[config.mk]
export PLATFORM = sky130hd
export DESIGN_NAME = imsu_ctrl
export DESIGN_NICKNAME = d
export VERILOG_FILES = /design/src/hw/rtl/imsu_pkg.sv /design/src/hw/rtl/imsu_ctrl.sv
export SDC_FILE = /design/constraint.sdc
export NUM_CORES = 1
export LEC_CHECK = 0
export CELL_PAD_IN_SITES_DETAIL_PLACEMENT = 0
export CELL_PAD_IN_SITES_GLOBAL_PLACEMENT = 1
export CORE_MARGIN = 5
export CORE_UTILIZATION = 47
export CTS_BUF_LIST = sky130_fd_sc_hd__clkbuf_4 sky130_fd_sc_hd__clkbuf_8 sky130_fd_sc_hd__clkbuf_16
export CTS_CLUSTER_DIAMETER = 80
export CTS_CLUSTER_SIZE = 28
export DETAILED_ROUTE_END_ITERATION = 6
export DONT_BUFFER_PORTS = 1
export HOLD_SLACK_MARGIN = 0.1
export MAX_ROUTING_LAYER = met4
export PLACE_DENSITY_LB_ADDON = 0.1
export SKIP_CTS_REPAIR_TIMING = 1
export SLEW_MARGIN = 15
export SYNTH_ARGS = -nofsm -noshare
export SYNTH_HDL_FRONTEND = slang
export SYNTH_SLANG_ARGS = --single-unit
[constraint.sdc]
create_clock -name clk -period 3.85 [get_ports clk]
set_input_delay 0.385 -clock clk [delete_from_list [all_inputs] [get_ports clk]]
set_output_delay 0.385 -clock clk [all_outputs]
set_load 0.005 [all_outputs]
[src/hw/rtl/imsu_pkg.sv]
`timescale 1ns / 1ps
// ----------------------------------------------------------------------------
// imsu_pkg
// Shared types, constants and helper functions of the Ising spin update
// block: command codes, controller command and status words, word layouts.
// ----------------------------------------------------------------------------
package imsu_pkg;

  localparam int LATTICE_SIDE_DEF = 32;
  localparam int NUM_REPLICAS_DEF = 16;

  localparam int REP_IN_W   = 4;
  localparam int REP_IN_N   = 2 ** REP_IN_W;
  localparam int SITE_W     = 10;
  localparam int FRAC_W     = 2 * SITE_W;
  localparam int PROB_W     = 16;
  localparam int DE_W       = 5;
  localparam int CNT_W      = 32;
  localparam int CNT_WORD_W = 3 * CNT_W;

  localparam int IN_DATA_W  = 64;
  localparam int IN_USER_W  = 2;
  localparam int OUT_DATA_W = 104;

  typedef enum logic [1:0] {
    CMD_WRITE = 2'd0,
    CMD_STEP  = 2'd1,
    CMD_READ  = 2'd2,
    CMD_NOP   = 2'd3
  } cmd_t;

  typedef enum logic [2:0] {
    NBR_CENTER = 3'd0,
    NBR_UP     = 3'd1,
    NBR_DOWN   = 3'd2,
    NBR_LEFT   = 3'd3,
    NBR_RIGHT  = 3'd4
  } nbr_t;

  typedef struct packed {
    logic capture;
    logic spin_rd;
    logic spin_wr;
    logic cnt_rd;
    logic eval;
    logic cnt_clr;
    logic load_out;
    nbr_t nbr_sel;
  } ctrl_cmd_t;

  typedef struct packed {
    cmd_t op;
  } ctrl_sts_t;

  typedef logic [REP_IN_N-1:0][7:0] rep_tab_t;

  // replica index folding table, built by counting so no divider is needed
  function automatic rep_tab_t rep_table(input int n);
    rep_tab_t t;
    int c;
    c = 0;
    for (int i = 0; i < REP_IN_N; i++) begin
      t[i] = 8'(c);
      c = (c + 1 >= n) ? 0 : c + 1;
    end
    return t;
  endfunction

  function automatic logic [CNT_W-1:0] sat_inc(input logic [CNT_W-1:0] v);
    return (v == {CNT_W{1'b1}}) ? v : v + CNT_W'(1);
  endfunction

endpackage

[src/hw/rtl/imsu_ctrl.sv]
`timescale 1ns / 1ps
// ----------------------------------------------------------------------------
// imsu_ctrl
// Sequencer of the spin update block: accepts a word, steps the datapath
// through address reduction, lattice and counter accesses, and hands the
// result to the output register.
// ----------------------------------------------------------------------------
module imsu_ctrl
  import imsu_pkg::*;
(
  input  logic      clk,
  input  logic      rst_n,
  input  logic      in_tvalid,
  output logic      in_tready,
  output logic      out_tvalid,
  input  logic      out_tready,
  input  ctrl_sts_t sts,
  output ctrl_cmd_t cmd
);

  typedef enum logic [8:0] {
    S_IDLE = 9'b000000001,
    S_DIV  = 9'b000000010,
    S_MOD  = 9'b000000100,
    S_WR   = 9'b000001000,
    S_RD   = 9'b000010000,
    S_EVAL = 9'b000100000,
    S_CRD  = 9'b001000000,
    S_CCLR = 9'b010000000,
    S_FIN  = 9'b100000000
  } state_t;

  state_t state_r, state_nxt;
  nbr_t   nbr_r, nbr_nxt;
  logic   out_valid_r, out_valid_nxt;

  always_comb begin
    state_nxt = state_r;
    nbr_nxt   = nbr_r;
    cmd       = '0;
    cmd.nbr_sel = NBR_CENTER;
    in_tready = 1'b0;
    unique case (state_r)
      S_IDLE: begin
        in_tready   = 1'b1;
        cmd.capture = in_tvalid;
        if (in_tvalid) begin
          state_nxt = S_DIV;
        end
      end
      S_DIV: begin
        state_nxt = S_MOD;
      end
      S_MOD: begin
        nbr_nxt = NBR_CENTER;
        unique case (sts.op)
          CMD_WRITE: state_nxt = S_WR;
          CMD_STEP:  state_nxt = S_RD;
          CMD_READ:  state_nxt = S_CRD;
          CMD_NOP:   state_nxt = S_FIN;
        endcase
      end
      S_WR: begin
        cmd.spin_wr = 1'b1;
        state_nxt   = S_FIN;
      end
      S_RD: begin
        cmd.spin_rd = 1'b1;
        cmd.nbr_sel = nbr_r;
        cmd.cnt_rd  = (nbr_r == NBR_CENTER);
        if (nbr_r == NBR_RIGHT) begin
          state_nxt = S_EVAL;
        end else begin
          nbr_nxt = nbr_t'(nbr_r + 3'd1);
        end
      end
      S_EVAL: begin
        cmd.eval  = 1'b1;
        state_nxt = S_FIN;
      end
      S_CRD: begin
        cmd.cnt_rd = 1'b1;
        state_nxt  = S_CCLR;
      end
      S_CCLR: begin
        cmd.cnt_clr = 1'b1;
        state_nxt   = S_FIN;
      end
      S_FIN: begin
        if (!out_valid_r || out_tready) begin
          cmd.load_out = 1'b1;
          state_nxt    = S_IDLE;
        end
      end
      default: begin
        state_nxt = S_IDLE;
      end
    endcase
  end

  always_comb begin
    out_valid_nxt = out_valid_r;
    if (cmd.load_out) begin
      out_valid_nxt = 1'b1;
    end else if (out_tready) begin
      out_valid_nxt = 1'b0;
    end
  end

  always_ff @(posedge clk) begin
    if (!rst_n) begin
      state_r     <= S_IDLE;
      nbr_r       <= NBR_CENTER;
      out_valid_r <= 1'b0;
    end else begin
      state_r     <= state_nxt;
      nbr_r       <= nbr_nxt;
      out_valid_r <= out_valid_nxt;
    end
  end

  assign out_tvalid = out_valid_r;

  a_capture_starts: assert property (@(posedge clk) disable iff (!rst_n)
    cmd.capture |=> state_r == S_DIV)
    else $error("accepted word did not start address reduction");

  a_load_shows: assert property (@(posedge clk) disable iff (!rst_n)
    cmd.load_out |=> out_tvalid)
    else $error("loaded result not presented");

endmodule

==> results.sh <==
export IMPL_cts_max_path_buffers=2
export IMPL_postSynthCellCount=92
export IMPL_antenna_found_initial=0
export IMPL_clk_latency_ns=0.27
export IMPL_arrival_ns=1.79
export IMPL_hold_class="in -> reg"
export IMPL_nFillCells=146
export IMPL_yosysWarnings=0
export IMPL_setup_ws_ns=1.678
export IMPL_grt_pass1_vias=670
export IMPL_fp_row_count=14
export IMPL_drv_slew=0
export IMPL_place_gp_congestion=0.7254
export IMPL_area_growth_pct=5.000
export IMPL_grt_max_degree=11
export IMPL_wl_per_cell_um=14.80
export IMPL_multi_input_area_um2=481.7
export IMPL_synth_edf_count=0
export IMPL_cts_tree="done"
export IMPL_path_class="reg -> out"
export IMPL_drtAntennaViolNets=0
export IMPL_power_density_nw_per_um2=347.3
export IMPL_min_path_cells=1
export IMPL_grt_first_pass_wirelength_um=3008
export IMPL_clkTransAtPathRegs_ns=0.08
export IMPL_layout_nets=103
export IMPL_ff2ff_path_depth=4
export IMPL_path_cells="nor3_4 -> nand2_1 -> or4_1 -> nor2b_1"
export IMPL_cts_buffers=3
export IMPL_first_iter_violations=9
export IMPL_vias=670
export IMPL_finalCriticalPeriod_ns=2.172
export IMPL_drive_gt1_share_pct=11.70
export IMPL_routed_wirelength_um=1628
export IMPL_ys_seq_elements=13
export IMPL_io_pins=18
export IMPL_cp_slowest_cell="or4_1"
export IMPL_die_h_um=50.63
export IMPL_drc=0
export IMPL_holdWs_ns=0.1759
export IMPL_ys_seq_area_share_pct=33.55
export IMPL_rsz0062_at_grt="no"
export IMPL_die_w_um=50.63
export IMPL_port_buffers=0
export IMPL_dpl_hpwl_um=1317
export IMPL_async_flop_share_pct=0
export IMPL_avgSynthCellArea_um2=8.432
export IMPL_area_sequential_um2=260.3
export IMPL_die_area_um2=2563
export IMPL_hold_violations=0
export IMPL_vdd_ir_drop_max_mv=0.2354
export IMPL_critPathLaunchType="flop"
export IMPL_cp_max_fo=6
export IMPL_viasPerCell=6.091
export IMPL_total_power_w=0.0002829
export IMPL_dr_pass1_iters=4
export IMPL_grt_overflow_total=0
export IMPL_ys_types=36
export IMPL_htreeDepth=1
export IMPL_root_buffer="clkbuf_4"
export IMPL_max_clock_freq_mhz=460.5
export IMPL_synthFlopType="dfxtp_1"
export IMPL_p_leak_nw=0.2784
export IMPL_cap_violations=0
export IMPL_finClkSkew_ns=0.001649
export IMPL_fin_setup_tns_ns=0
export IMPL_antenna_cells=0
export IMPL_start_util_pct=50.32
export IMPL_fin_util_pct=52.84
export IMPL_end_kind="primary output"
export IMPL_required_ns=3.46
export IMPL_slowest_delay_ns=0.52
export IMPL_worst_slew_pin_transition_ns=0.5186
export IMPL_slew_headroom_pct=65.17
export IMPL_grt_total_usage_pct=15.78
export IMPL_netlist_area_um2=775.7
export IMPL_place_ws_ns=1.983
export IMPL_status="completed"
export IMPL_syn_num_nets=100
export IMPL_fin_crit_sh_pct=56.41
export IMPL_finalSetupViolations=0
export IMPL_coreArea_um2=1541
export IMPL_clock_sinks=13
## cells by family after synthesis
group | after synthesis | share of synthesized area (%)
fa+ha+maj | 2 | 3.225
compound gates | 17 | 15.32
simple gates | 51 | 42.42
xor+xnor | 1 | 1.129
flops | 13 | 33.55
buf+inv | 8 | 4.355
## metal layers
layer / wire length, um / part of all wire [%] / global-route usage (%)
met1: 683 / 42 / 18.41
met2: 793 / 49 / 24.17
met5: 0 / 0 / -
met4: 30 / 1.8 / 7.660
met3: 120 / 7.4 / 5.030
## final cells by class
| class | count | share of cell area (%) |
|---|---|---|
| Sequential cell | 13 | 31.95 |
| Tap cell | 16 | 2.458 |
| Multi-Input combinational cell | 71 | 59.14 |
| Clock buffer | 4 | 3.687 |
| Inverter | 6 | 2.765 |
## sequential cells by signal, summed over array words and instances (netlist names)
| name | flops |
|---|---|
| state_r | 9 |
| nbr_r | 3 |
| out_tvalid | 1 |
## critical path, delay by kind of cell, from the launching register on
kind,cells,cell delay [ns]
flops,1,0.38
simple gates,4,1.12
## power by group
part	total [W]	internal, W	switching (W)
registers	0.000148	0.000139	0.00000845
clock network	0.0000903	0.0000472	0.0000431
logic	0.0000448	0.0000173	0.0000276
## path summary, 6_finish.rpt
path | start | to | slack [ns]
worst max-delay path | state_r[4]$_SDFFE_PN0P_ | cmd[3] | 1.68
worst min-delay path | sts[1] | state_r[3]$_SDFFE_PN0P_ | 0.18
worst max register to register | state_r[3]$_SDFFE_PN0P_ | state_r[0]$_SDFFE_PN1P_ | 2.14
worst min register to register | nbr_r[0]$_SDFFE_PN0P_ | nbr_r[0]$_SDFFE_PN0P_ | 0.49
## stage by stage
step / cell area, um^2 / cells
3_3_place_gp: 784.5 / 106
6_report: 814.5 / 110
2_1_floorplan: 775.7 / 92
4_1_cts: 814.5 / 110
5_1_grt: 814.5 / 110
3_5_place_dp: 784.5 / 106
## placed cells by master, fill, tap and decap left out
master	Yosys	layout
nand4_4	1	1
and4b_1	1	1
nor4b_1	2	2
nand2_1	9	9
nand3_1	5	5
clkbuf_4	0	4
nor4_1	2	2
nor3_1	4	4
nor4_4	1	1
nand2b_1	4	4
o21a_1	1	1
or3_1	1	1
xor2_1	1	1
a22oi_1	1	1
o21ai_2	1	1
dfxtp_1	13	13
o21ai_0	2	2
nor3b_1	1	1
or4_1	1	1
and3_2	2	2
nor3_4	1	1
a21boi_0	3	3
o22ai_1	2	2
inv_1	6	6
o21bai_1	1	1
ha_1	2	2
nor2b_1	4	4
nand3b_1	2	2
nor2_1	7	7
and2_1	2	2
nand4bb_1	1	1
a221oi_1	1	1
a21o_1	1	1
a311o_2	1	1
a21oi_1	3	3
## synthesized netlist by cell type, types with 2 or more instances
library cell | instances | area share, %
dfxtp_1 | 13 | 34
nand2_1 | 9 | 4.4
nor2_1 | 7 | 3.4
inv_1 | 6 | 2.9
nand3_1 | 5 | 3.2
nand2b_1 | 4 | 3.2
nor2b_1 | 4 | 3.2
nor3_1 | 4 | 2.6
a21boi_0 | 3 | 2.9
a21oi_1 | 3 | 1.9
and2_1 | 2 | 1.6
and3_2 | 2 | 1.9
ha_1 | 2 | 3.2
nand3b_1 | 2 | 1.9
nor4_1 | 2 | 1.6
nor4b_1 | 2 | 2.3
o21ai_0 | 2 | 1.3
o22ai_1 | 2 | 1.6
Note: power is estimated with default switching activity, not from simulation.
